**src/rtl/core/ull_pkg.sv**
```systemverilog
package ull_pkg;

	localparam int unsigned SEQ_MAX     = 8;
	localparam int unsigned QUEUE_DEPTH = 2;

	localparam logic [7:0] FOLD_RESET  = 8'd69;
	localparam logic [7:0] CH_BSLASH   = 8'h5c;
	localparam logic [7:0] CH_NEWLINE  = 8'h0a;
	localparam logic [7:0] CH_DOLLAR   = 8'h24;
	localparam logic [7:0] CH_ZERO     = 8'h30;
	localparam logic [7:0] CH_SPACE    = 8'h20;
	localparam logic [7:0] CH_DEL      = 8'h7f;

	// One expanded command: the bytes an item produces and the index of the final one.
	typedef struct packed {
		logic [SEQ_MAX-1:0][7:0] seq;
		logic [2:0]              last_idx;
	} ull_cmd_t;

	// Letter of a backslash-letter escape, or zero where the byte has none.
	function automatic logic [7:0] esc_letter(input logic [7:0] b);
		logic [7:0] r;
		unique case (b)
			8'h5c:   r = 8'h5c;
			8'h07:   r = 8'h61;
			8'h08:   r = 8'h62;
			8'h0c:   r = 8'h66;
			8'h0a:   r = 8'h6e;
			8'h0d:   r = 8'h72;
			8'h09:   r = 8'h74;
			8'h0b:   r = 8'h76;
			default: r = 8'h00;
		endcase
		return r;
	endfunction

endpackage

```
**src/rtl/core/unambiguous_line_lister.sv**
```systemverilog
// Channel   Direction  tdata              tlast         tuser
// s_        in         in_byte[7:0]       end_of_line   empty_line
// m_        out        out_byte[7:0]      last_of_run   -
// cfg_      in         fold_width[7:0]    -             -
//
// The output gives one byte per cycle while m_tready does not stall it. An item produces
// 1 to 8 bytes: mostly 1, 2 for a letter escape, 4 for an octal escape, plus 2 for a
// fold and 2 for the end of a line. An item is taken whenever the command queue has room.
// After reset the column is 0, fold_width is 69 and the queue is empty.
// A stalled output fills the queue; the input then stalls while the column stays put.
module unambiguous_line_lister #(
	parameter int unsigned QUEUE_DEPTH = ull_pkg::QUEUE_DEPTH
) (
	input  logic       clk,
	input  logic       arst_n,
	input  logic       cfg_we,
	input  logic [7:0] cfg_wdata,   // fold_width
	input  logic       s_tvalid,
	output logic       s_tready,
	input  logic [7:0] s_tdata,     // in_byte
	input  logic       s_tlast,
	input  logic       s_tuser,     // empty_line
	output logic       m_tvalid,
	input  logic       m_tready,
	output logic [7:0] m_tdata,     // out_byte
	output logic       m_tlast
);
	import ull_pkg::*;

	ull_cmd_t front_cmd;
	ull_cmd_t back_cmd;
	logic     q_full;
	logic     q_valid;
	logic     q_pop;
	logic     acc;

	assign s_tready = !q_full;
	assign acc      = s_tvalid && !q_full;

	ull_front u_front (
		.clk         (clk),
		.arst_n      (arst_n),
		.cfg_we      (cfg_we),
		.cfg_wdata   (cfg_wdata),
		.acc         (acc),
		.in_byte     (s_tdata),
		.end_of_line (s_tlast),
		.empty_line  (s_tuser),
		.cmd         (front_cmd)
	);

	ull_queue #(
		.DEPTH (QUEUE_DEPTH)
	) u_queue (
		.clk      (clk),
		.arst_n   (arst_n),
		.push     (acc),
		.wr_data  (front_cmd),
		.full     (q_full),
		.pop      (q_pop),
		.rd_valid (q_valid),
		.rd_data  (back_cmd)
	);

	ull_back u_back (
		.clk       (clk),
		.arst_n    (arst_n),
		.cmd_valid (q_valid),
		.cmd       (back_cmd),
		.cmd_pop   (q_pop),
		.m_tvalid  (m_tvalid),
		.m_tready  (m_tready),
		.m_tdata   (m_tdata),
		.m_tlast   (m_tlast)
	);

endmodule

```
**src/rtl/core/ull_front.sv**
```systemverilog
module ull_front (
	input  logic             clk,
	input  logic             arst_n,
	input  logic             cfg_we,
	input  logic [7:0]       cfg_wdata,
	input  logic             acc,
	input  logic [7:0]       in_byte,
	input  logic             end_of_line,
	input  logic             empty_line,
	output ull_pkg::ull_cmd_t cmd
);
	import ull_pkg::*;

	logic [7:0] fold_width_q;
	logic [7:0] column_q;
	logic [7:0] letter;
	logic [2:0] len;
	logic [7:0] piece [4];
	logic [8:0] sum;
	logic       fold;
	logic       line_end;
	logic [1:0] off;
	logic [3:0] count;
	logic [7:0] base;
	logic [3:0] p;

	always_comb begin
		letter = esc_letter(in_byte);
		if (empty_line) begin
			len = 3'd0;
		end else if (letter != 8'h00) begin
			len = 3'd2;
		end else if (in_byte < CH_SPACE || in_byte >= CH_DEL) begin
			len = 3'd4;
		end else begin
			len = 3'd1;
		end
		piece[0] = (len == 3'd1) ? in_byte : CH_BSLASH;
		piece[1] = (len == 3'd2) ? letter : CH_ZERO + {6'd0, in_byte[7:6]};
		piece[2] = CH_ZERO + {5'd0, in_byte[5:3]};
		piece[3] = CH_ZERO + {5'd0, in_byte[2:0]};
		sum      = {1'b0, column_q} + {6'd0, len};
		fold     = !empty_line && (sum > {1'b0, fold_width_q});
		line_end = empty_line || end_of_line;
		off      = fold ? 2'd2 : 2'd0;
		count    = {2'd0, off} + {1'b0, len} + (line_end ? 4'd2 : 4'd0);
		base     = fold ? 8'd0 : column_q;
	end

	// Position j of the sequence: fold pair, then the piece, then the end marker.
	always_comb begin
		cmd.last_idx = 3'(count - 4'd1);
		p = 4'd0;
		for (int j = 0; j < SEQ_MAX; j++) begin
			p = 4'(j) - {2'd0, off};
			if (fold && j < 2) begin
				cmd.seq[j] = (j == 0) ? CH_BSLASH : CH_NEWLINE;
			end else if (p < {1'b0, len}) begin
				cmd.seq[j] = piece[p[1:0]];
			end else if (p == {1'b0, len}) begin
				cmd.seq[j] = CH_DOLLAR;
			end else begin
				cmd.seq[j] = CH_NEWLINE;
			end
		end
	end

	always_ff @(posedge clk or negedge arst_n) begin
		if (!arst_n) begin
			fold_width_q <= FOLD_RESET;
			column_q     <= 8'd0;
		end else begin
			if (cfg_we) begin
				fold_width_q <= cfg_wdata;
			end
			if (acc) begin
				column_q <= line_end ? 8'd0 : base + {5'd0, len};
			end
		end
	end

endmodule

```
**src/rtl/core/ull_queue.sv**
```systemverilog
module ull_queue #(
	parameter int unsigned DEPTH = ull_pkg::QUEUE_DEPTH
) (
	input  logic              clk,
	input  logic              arst_n,
	input  logic              push,
	input  ull_pkg::ull_cmd_t wr_data,
	output logic              full,
	input  logic              pop,
	output logic              rd_valid,
	output ull_pkg::ull_cmd_t rd_data
);
	import ull_pkg::*;

	localparam int unsigned PW = (DEPTH > 1) ? $clog2(DEPTH) : 1;
	localparam int unsigned CW = $clog2(DEPTH + 1);

	ull_cmd_t        mem_q [DEPTH];
	logic [PW-1:0]   wr_ptr_q;
	logic [PW-1:0]   rd_ptr_q;
	logic [CW-1:0]   count_q;

	assign full     = (count_q == CW'(DEPTH));
	assign rd_valid = (count_q != '0);
	assign rd_data  = mem_q[rd_ptr_q];

	always_ff @(posedge clk) begin
		if (push) begin
			mem_q[wr_ptr_q] <= wr_data;
		end
	end

	always_ff @(posedge clk or negedge arst_n) begin
		if (!arst_n) begin
			wr_ptr_q <= '0;
			rd_ptr_q <= '0;
			count_q  <= '0;
		end else begin
			if (push) begin
				wr_ptr_q <= (wr_ptr_q == PW'(DEPTH - 1)) ? '0 : wr_ptr_q + 1'b1;
			end
			if (pop) begin
				rd_ptr_q <= (rd_ptr_q == PW'(DEPTH - 1)) ? '0 : rd_ptr_q + 1'b1;
			end
			if (push && !pop) begin
				count_q <= count_q + 1'b1;
			end else if (pop && !push) begin
				count_q <= count_q - 1'b1;
			end
		end
	end

endmodule

```
**src/rtl/core/ull_back.sv**
```systemverilog
module ull_back (
	input  logic              clk,
	input  logic              arst_n,
	input  logic              cmd_valid,
	input  ull_pkg::ull_cmd_t cmd,
	output logic              cmd_pop,
	output logic              m_tvalid,
	input  logic              m_tready,
	output logic [7:0]        m_tdata,
	output logic              m_tlast
);
	import ull_pkg::*;

	logic [2:0] idx_q;
	logic       out_valid_q;
	logic [7:0] out_byte_q;
	logic       out_last_q;
	logic       advance;
	logic       at_last;

	assign advance  = !out_valid_q || m_tready;
	assign at_last  = (idx_q == cmd.last_idx);
	assign cmd_pop  = advance && cmd_valid && at_last;
	assign m_tvalid = out_valid_q;
	assign m_tdata  = out_byte_q;
	assign m_tlast  = out_last_q;

	always_ff @(posedge clk) begin
		if (advance && cmd_valid) begin
			out_byte_q <= cmd.seq[idx_q];
			out_last_q <= at_last;
		end
	end

	always_ff @(posedge clk or negedge arst_n) begin
		if (!arst_n) begin
			idx_q       <= 3'd0;
			out_valid_q <= 1'b0;
		end else if (advance) begin
			out_valid_q <= cmd_valid;
			if (cmd_valid) begin
				idx_q <= at_last ? 3'd0 : idx_q + 3'd1;
			end
		end
	end

endmodule

```
**config.mk**
```make
export PLATFORM = sky130hd
export DESIGN_NAME = unambiguous_line_lister
export DESIGN_NICKNAME = d
export VERILOG_FILES = /design/src/rtl/core/ull_pkg.sv /design/src/rtl/core/unambiguous_line_lister.sv /design/src/rtl/core/ull_front.sv /design/src/rtl/core/ull_queue.sv /design/src/rtl/core/ull_back.sv
export SDC_FILE = /design/constraint.sdc
export NUM_CORES = 1
export LEC_CHECK = 0
export BUFFER_PORTS_ARGS = -buffer_cell sky130_fd_sc_hd__buf_2
export CAP_MARGIN = 10
export CORE_ASPECT_RATIO = 1.5
export CORE_UTILIZATION = 56
export CTS_BUF_LIST = sky130_fd_sc_hd__clkbuf_4 sky130_fd_sc_hd__clkbuf_8 sky130_fd_sc_hd__clkbuf_16
export DETAILED_ROUTE_END_ITERATION = 10
export PLACE_DENSITY_LB_ADDON = 0.12
export SYNTH_ARGS = -nofsm -noshare
export SYNTH_HDL_FRONTEND = slang
export SYNTH_SLANG_ARGS = --single-unit
export TNS_END_PERCENT = 10
```
**constraint.sdc**
```tcl
create_clock -name clk -period 7.59 [get_ports clk]
set_input_delay 0.759 -clock clk [delete_from_list [all_inputs] [get_ports clk]]
set_output_delay 0.759 -clock clk [all_outputs]
set_load 0.005 [all_outputs]
```
==> run metrics, run 1 <==
headroom to the max-slew limit 0.3726; clock latency on the worst-skew pair 0.42 ns; Non-Filler Instances 769; cell area power density 325.3 nW/µm²; fraction of registers with async set/reset 0.1509; Placer Congestion 0.9880; Post-DP Area 8203 µm²; fin crit share 0.7822; Fmax achieved 0.1684 GHz; Pint 1992 µW; CP arrival 6.14 ns; combinational power share 0.269; Power, Total 2843 µW; Crit Reg-Reg Endpoint u_queue.mem_q[1][12]; GRT Residual Overflow 0; Avg WL per Cell 22.00 µm; DRC 0; ANT nets after route 0; htree depth 4; max-cap viol count 0; Area growth syn-to-layout 10.31%; # IOs 34; Leak 0.003157 µW; Core ar. 13660 µm²; Worst-path clk slew 0.06 ns; Worst Reg-to-Reg Cells 17; filler cell count 1048; crit path kind input pin to flip-flop; Synth warnings 0; unrepaired setup endpoints after global routing no; n_diodes 0; Nets 647; number of core rows 52; GRT Util Overall 0.2462; Mapped Cells 561; first-pass GRT wire length 26410 µm; Setup violations, final 0; Clock power frac 0.273; Worst Path Buf+Inv 4; vias 4848; delay of the slowest critical-path stage 0.55 ns; initial DRC count 421; Reg2Reg Setup Slack 2.75 ns; Hold WS 0.3395 ns; DIE AREA 14640 µm²; clock tree from TritonCTS done; Setup Fix Bufs, Post-CTS 0; critical path capture point type flip-flop; status finished, final reports clean; fin area 8740 µm²; Port Buffers 33; Primary FF master, synth edfxtp_1; die width 99.12 µm; initial antenna violation count 0; final WL 16920 µm; crit path max-delay cell type a21oi_1; Net Sw Frac 0.2994; register area share after synthesis 0.5880; layout cells sized above 1 0.2306; fin. max-slew vios 0; Detailed Place HPWL 11220 µm; Startpoint Class input pin; largest net degree at the start of global routing 64; Synth Cell Area 7923 µm²; unique cell type count in the Yosys netlist 80; DP Cell Count 738; RR Startpoint u_front.column_q[0]; clock sink count 159; CP delay by family, top simple AND/OR/NAND/NOR gates; Switch Pwr 851.1 µW; Peak VDD IR 0.1695 mV; Die Ht 147.7 µm; final count of hold timing violations 0; Worst Tran Pin Value 0.9410 ns; worst path cell trace buf_2, and4bb_4, and3_1, nand2_1, a21oi_1, buf_4, inv_1, fa_1, nand2b_1, nand2_1, nand4_1, xnor2_1, ha_1, nand4_1, o31a_1, a21oi_2, and2_4, inv_4, ha_1, a21oi_1, nor4_4, o21ai_0; Vias/cell 6.304; post-cts sizing count 0; number of detailed-route iterations in the first pass 5; initial core utilization 0.5799; Crit Path Max Fanout 37; Post-Route Skew 0.007645 ns; syn_area_per_cell 14.12 µm²; CTS buffer count 17; share of power burned in registers 0.458; Final min period 5.937 ns; setup TNS 0 ns; vias in the first global route 4970; EDFF count, synth 135; Hold-fix buffers, CTS 0; clock buffer depth 2; CP Data Required Time 7.79 ns; Root Driver clkbuf_16; HP Class input pin to async pin; #FFs+latches synth 159
## state kept, by name, summed over array words and instances (netlist names), 2 cells and up
| register | count |
|---|---|
| u_front.fold_width_q | 8 |
| u_queue.count_q | 2 |
| u_back.m_tdata | 8 |
| u_front.column_q | 8 |
| u_back.idx_q | 3 |
| u_queue.mem_q | 126 |
## power groups by stage
stage / Combinational (µW) / Clock, µW / Sequential, µW
after detailed placement: 777 / 0 / 1320
after global placement: 758 / 0 / 1310
after CTS: 779 / 790 / 1310
after global routing: 826 / 820 / 1320
final: 766 / 775 / 1300
after floorplan: 591 / 0 / 1290
## synth_stat cells (3+ instances only)
master | n | area share
a21o_1 | 5 | 0.0047
a21oi_1 | 31 | 0.020
a31oi_1 | 6 | 0.0047
and2_1 | 5 | 0.0039
and3_1 | 6 | 0.0047
buf_2 | 10 | 0.0063
buf_4 | 3 | 0.0028
buf_6 | 4 | 0.0057
clkbuf_1 | 9 | 0.0043
dfrtp_1 | 21 | 0.066
dfstp_2 | 3 | 0.010
edfxtp_1 | 135 | 0.51
fa_1 | 3 | 0.0076
ha_1 | 26 | 0.041
inv_1 | 30 | 0.014
mux2i_1 | 7 | 0.0088
mux4_2 | 37 | 0.11
nand2_1 | 53 | 0.025
nand2b_1 | 3 | 0.0024
nand3_1 | 8 | 0.0051
nand4_1 | 5 | 0.0039
nor2_1 | 24 | 0.011
nor2b_1 | 4 | 0.0032
nor3_1 | 11 | 0.0069
nor3_2 | 3 | 0.0038
o21ai_0 | 22 | 0.014
o21bai_1 | 3 | 0.0028
o31ai_1 | 5 | 0.0047
xnor2_1 | 14 | 0.015
xor2_1 | 4 | 0.0044
## per-stage QoR
stage          setup slack [ns]  utilization
6_report                  1.653       0.6397
3_3_place_gp              1.486       0.6004
4_1_cts                   1.746       0.6397
2_1_floorplan             1.620            -
3_5_place_dp              1.321       0.6004
5_1_grt                   1.282       0.6397
## cells by family after synthesis
group | count (synthesis) | share of synthesized area
compound gates | 105 | 0.09113
xor+xnor | 18 | 0.01990
fa+ha+maj | 29 | 0.04864
buf+inv | 60 | 0.03569
flops | 159 | 0.5880
mux | 46 | 0.1169
other cells | 1 | 0.0004733
simple gates | 143 | 0.09934
## metal layers
layer  GRT usage  wire (µm)  up-vias
met5           0          0        -
met4      0.1103        541        0
met3     0.04634        880       52
met2      0.4297       9034      189
met1      0.2969       6460     2396
li1            -          -     2211
## area by class of cell
class                   count  area, µm²  share of cell area
clock buffers              17      425.4             0.04868
clock inverters            14      111.4             0.01274
inverters                  32      122.6             0.01403
multi-input cells         347       3015              0.3450
flip-flops and latches    159       4659              0.5331
well taps                 162      202.7             0.02319
repair buffers             38      202.7             0.02319
## worst max-delay path by stage
stage | startpoint | end | slack (ns) | cells past startpoint
2_1_floorplan | s_tdata[0] | u_queue.mem_q[0][44] | 1.62 | 22
3_3_place_gp | s_tdata[5] | u_queue.mem_q[0][44] | 1.49 | 21
3_5_place_dp | s_tdata[5] | u_queue.mem_q[0][6] | 1.32 | 22
4_1_cts | s_tdata[5] | u_queue.mem_q[1][6] | 1.75 | 22
5_1_grt | s_tdata[1] | u_queue.mem_q[1][6] | 1.28 | 22
6_report | s_tdata[5] | u_queue.mem_q[1][12] | 1.65 | 22
## cell usage in the layout, fill, tap and decap left out, types with 3 or more instances in the layout
cell type and n:
buf_4 5, buf_2 33, nand3_1 8, o31ai_1 5
edfxtp_1 135, nand4_1 5, fa_1 3, clkbuf_16 17
nand2_1 53, conb_1 6, a21o_1 5, inv_1 30
inv_6 3, and2_1 5, nor2_4 3, ha_1 26
a21oi_1 31, mux2i_1 7, a31oi_1 6, nor3_2 3
o21bai_1 3, dfrtp_1 20, nand2b_1 3, clkinv_4 3
mux4_2 37, xnor2_1 14, nor2b_1 4, xor2_1 4
nor3_1 11, and3_1 6, clkinvlp_4 3, nor2_1 22
o21ai_0 22, dfstp_2 3
## worst reg2reg max path, delay by kind of cell, from the launching register on
family,cells,cell delay [ns]
flip-flops,1,0.41
XOR/XNOR,1,0.15
adder cells (fa/ha/maj),4,1.19
buffers and inverters,2,0.32
AND/OR/NAND/NOR,6,1.11
AO/OA/AOI/OAI,4,1.44
No activity file was read; power rests on OpenSTA's default activity.
==> run 2, diff against run 1 <==
==> constraint.sdc (replaced) <==
create_clock -name clk -period 5.3 [get_ports clk]
set_input_delay 0.53 -clock clk [delete_from_list [all_inputs] [get_ports clk]]
set_output_delay 0.53 -clock clk [all_outputs]
set_load 0.005 [all_outputs]
==> run metrics, run 2 (same netlist as run 1, synthesis figures left out) <==
Largest register FFs 126; Fmax achieved 0.2019 GHz; status finished, final reports clean; FF/Latch Area 4659 µm²; largest reg by FF count u_queue.mem_q; Hold WS 0.09457 ns; GRT Residual Overflow 0; initial antenna violation count 0; vias in the first global route 5007; critical path capture point type flip-flop; die width 99.12 µm; Worst Slack Setup Final 0.3473 ns; number of detailed-route iterations in the first pass 5; DIE AREA 14640 µm²; fin crit share 0.9345; filler cell count 1045; Worst Tran Pin Value 1.076 ns; Root Driver clkbuf_16; clock sink count 159; met3 usage 0.04397; layout cells sized above 1 0.2631; final WL 17370 µm; number of core rows 52; Post-Route Skew 0.01221 ns; Crit Path Max Fanout 8; Non-Filler Instances 793; post-cts sizing count 0; DP Cell Count 761; initial DRC count 314; Placer Congestion 0.9761; cell area power density 458.3 nW/µm²; Setup Fix Bufs, Post-CTS 0; CP delay by family, top simple AND/OR/NAND/NOR gates; Startpoint Class input pin; largest net degree at the start of global routing 37; area of the multi-input gates 3033 µm²; final count of hold timing violations 0; met2 Usage GRT 0.4462; Avg WL per Cell 21.90 µm; htree depth 4; CP Data Required Time 5.59 ns; Die Ht 147.7 µm; most common cell after layout, fill and taps aside edfxtp_1; Worst-path clk slew 0.06 ns; ANT nets after route 0; met1 GRT Util 0.3084; vias 4916; most frequent cells in the layout 135 x edfxtp_1, 53 x nand2_1, 37 x mux4_2; clock latency on the worst-skew pair 0.43 ns; Peak VDD IR 0.3363 mV; Top cell by count, worst path nand2_1; headroom to the max-slew limit 0.2809; Final min period 4.953 ns; DRC 0; Core ar. 13660 µm²; Vias/cell 6.199; Power, Total 4094 µW; Leak 0.003260 µW; Area growth syn-to-layout 12.76%; clock buffer depth 2; Hold-fix buffers, CTS 0; Detailed Place HPWL 12420 µm; gr busiest metal met2; clock tree from TritonCTS done; first-pass GRT wire length 27160 µm; crit path kind input pin to flip-flop; dpl ws -0.03654 ns; initial core utilization 0.5799; CTS buffer count 17; crit path max-delay cell type fa_1; HP Class input pin to async pin; Post-DP Area 8393 µm²; fin. max-slew vios 0; Setup violations, final 0; n_diodes 0; # IOs 34; Port Buffers 33; fin area 8934 µm²; worst path cell trace buf_2, and4bb_4, and3_1, nand2_1, a21oi_4, inv_1, fa_1, nand2b_1, nand2_1, nand4_1, xnor2_1, ha_1, nand4_1, o31a_1, a21oi_2, and3_1, ha_1, inv_1, fa_1, nor2b_1, o21ai_0, a41o_1, nand2_1, o31ai_1; Worst Path Buf+Inv 3; unrepaired setup endpoints after global routing no; CP arrival 5.25 ns; delay of the slowest critical-path stage 0.42 ns; Nets 670; max-cap viol count 0; GRT Util Overall 0.2530
-- run 2: stage by stage --
| stage | util | TNS [ns] |
|---|---|---|
| 2_1_floorplan | - | 0 |
| 3_5_place_dp | 0.6143 | -0.03654 |
| 3_3_place_gp | 0.6143 | 0 |
| 6_report | 0.6538 | 0 |
| 4_1_cts | 0.6538 | 0 |
| 5_1_grt | 0.6538 | 0 |
-- run 2: path summary, 6_finish.rpt --
check / cells after the start / slack, ns / to / startpoint
setup / recovery: 24 / 0.35 / u_front.column_q[4] / s_tdata[4]
hold / removal: 1 / 0.09 / u_back.idx_q[2] / arst_n
setup reg to reg: 20 / 0.95 / u_front.column_q[4] / u_front.column_q[0]
hold reg to reg: 2 / 0.49 / u_back.m_tvalid / u_back.m_tvalid
max in group asynchronous: 1 / 4.80 / u_queue.rd_ptr_q / arst_n
min in group clk: 3 / 0.30 / u_front.fold_width_q[3] / cfg_wdata[3]
-- run 2: cell type report --
cell class | count | share of cell area
Sequential cell | 159 | 0.5216
Multi-Input combinational cell | 347 | 0.3395
Clock buffer | 18 | 0.04846
Timing Repair Buffer | 61 | 0.04202
Tap cell | 162 | 0.02269
Inverter | 32 | 0.01373
Clock inverter | 14 | 0.01204
-- run 2: power breakdown --
| part | total [µW] | switching [µW] | internal, µW | leakage, µW |
|---|---|---|---|---|
| Combinational | 1040 | 523 | 521 | 0.00147 |
| Sequential | 1940 | 206 | 1740 | 0.00153 |
| Clock | 1110 | 499 | 608 | 0.000252 |
-- run 2: per-layer routing --
| metal | up-vias | part of all wire |
|---|---|---|
| met5 | - | 0 |
| met4 | 0 | 0.029 |
| met3 | 32 | 0.036 |
| met2 | 127 | 0.54 |
| met1 | 2504 | 0.40 |
| li1 | 2253 | - |
==> run 3, diff against run 2 <==
--- a/config.mk
+++ b/config.mk
@@ -6,7 +6,6 @@
 export NUM_CORES = 1
 export LEC_CHECK = 0
 export BUFFER_PORTS_ARGS = -buffer_cell sky130_fd_sc_hd__buf_2
-export CAP_MARGIN = 10
 export CORE_ASPECT_RATIO = 1.5
 export CORE_UTILIZATION = 56
 export CTS_BUF_LIST = sky130_fd_sc_hd__clkbuf_4 sky130_fd_sc_hd__clkbuf_8 sky130_fd_sc_hd__clkbuf_16
==> constraint.sdc (replaced) <==
create_clock -name clk -period 5.5 [get_ports clk]
set_input_delay 0.55 -clock clk [delete_from_list [all_inputs] [get_ports clk]]
set_output_delay 0.55 -clock clk [all_outputs]
set_load 0.005 [all_outputs]
==> run metrics, run 3 (same netlist as run 1, synthesis figures left out) <==
status finished, final reports clean; Hold-fix buffers, CTS 0; Worst Tran Pin Value 0.8781 ns; clock buffer depth 2; Worst-path clk slew 0.07 ns; HP Class input pin to async pin; # IOs 34; most common cell after layout, fill and taps aside edfxtp_1; fin. max-slew vios 0; unrepaired setup endpoints after global routing no; DP Cell Count 754; Port Buffers 33; Largest register FFs 126; clock sink count 159; setup TNS 0 ns; Setup Fix Bufs, Post-CTS 0; Detailed Place HPWL 11620 µm; Peak VDD IR 0.3543 mV; Post-Route Skew 0.01290 ns; Area growth syn-to-layout 12.46%; CP Data Required Time 5.80 ns; initial core utilization 0.5799; largest net degree at the start of global routing 64; Avg WL per Cell 21.63 µm; critical path capture point type flip-flop; number of core rows 52; Final min period 5.059 ns; htree depth 4; Core ar. 13660 µm²; vias 4898; Leak 0.003249 µW; first-pass GRT wire length 26910 µm; n_diodes 0; Placer Congestion 0.9549; cell area power density 448.7 nW/µm²; initial antenna violation count 0; GRT Residual Overflow 0; layout cells sized above 1 0.2548; clock latency on the worst-skew pair 0.43 ns; final WL 17010 µm; fin crit share 0.9198; CP arrival 5.36 ns; final count of hold timing violations 0; Fmax achieved 0.1977 GHz; largest reg by FF count u_queue.mem_q; Crit Path Max Fanout 11; clock tree from TritonCTS done; Root Driver clkbuf_16; vias in the first global route 5122; Vias/cell 6.232; GRT Util Overall 0.2509; crit path kind input pin to flip-flop; ANT nets after route 0; die width 99.12 µm; Setup violations, final 0; Startpoint Class input pin; CTS buffer count 17; initial DRC count 466; max-cap viol count 0; most frequent cells in the layout 135 x edfxtp_1, 53 x nand2_1, 37 x mux4_2; headroom to the max-slew limit 0.4146; DIE AREA 14640 µm²; DRC 0; Die Ht 147.7 µm; Non-Filler Instances 786; number of detailed-route iterations in the first pass 5; post-cts sizing count 0; Nets 663
[run 3: area by class of cell]
cell class	instances	area [µm²]
Sequential cell	159	4661
Clock buffer	17	425.4
Fill cell	1010	4753
Tap cell	162	202.7
Timing Repair Buffer	54	322.8
Multi-Input combinational cell	347	3027
Inverter	32	122.6
Clock inverter	15	148.9
[run 3: power breakdown]
group	switching, µW	internal (µW)
clock network	502	636
logic	513	497
registers	177	1670
[run 3: worst paths after layout]
| check | from | endpoint | slack [ns] | cells after the start |
|---|---|---|---|---|
| worst max-delay path | s_tdata[5] | u_front.column_q[4] | 0.44 | 24 |
| worst min-delay path | arst_n | u_back.m_tvalid | 0.12 | 1 |
| worst max register to register | u_front.column_q[0] | u_front.column_q[4] | 1.08 | 20 |
| worst min register to register | u_queue.rd_ptr_q | u_queue.rd_ptr_q | 0.47 | 1 |
| max in group asynchronous | arst_n | u_back.idx_q[0] | 4.97 | 1 |
| min in group clk | cfg_wdata[3] | u_front.fold_width_q[3] | 0.33 | 3 |
[run 3: metrics by stage]
stage	worst slack [ns]	hold slack [ns]	util	area [µm²]	power [µW]
6_report	0.4412	0.1202	0.6521	8910	3997
5_1_grt	0.08743	0.1514	0.6521	8910	4184
4_1_cts	0.4789	0.1191	0.6521	8910	4045
3_5_place_dp	0.04571	0.4584	0.6101	8335	2907
3_3_place_gp	0.2610	0.4552	0.6101	8335	2861
2_1_floorplan	0.04990	0.2544	-	7953	2595
[run 3: critical path: stages]
cell      delay, ns
buf_2          0.18
and4bb_4       0.40
and3_1         0.19
nand2_1        0.11
a21oi_4        0.17
inv_1          0.08
fa_1           0.42
nand2b_1       0.19
nand2_1        0.11
nand4_1        0.13
xnor2_1        0.16
ha_1           0.32
nand4_1        0.17
o31a_1         0.37
a21oi_2        0.21
and3_1         0.18
ha_1           0.15
inv_1          0.06
fa_1           0.43
nor2b_1        0.20
o21ai_0        0.16
a41o_1         0.28
nand2_1        0.06
o31ai_1        0.06
[run 3: metal layers]
layer / up-vias / wire length (µm) / track usage
met5: - / 0 / 0
met4: 0 / 760 / 0.1316
met3: 57 / 626 / 0.04066
li1: 2239 / - / -
met2: 167 / 8821 / 0.4301
met1: 2435 / 6796 / 0.3057
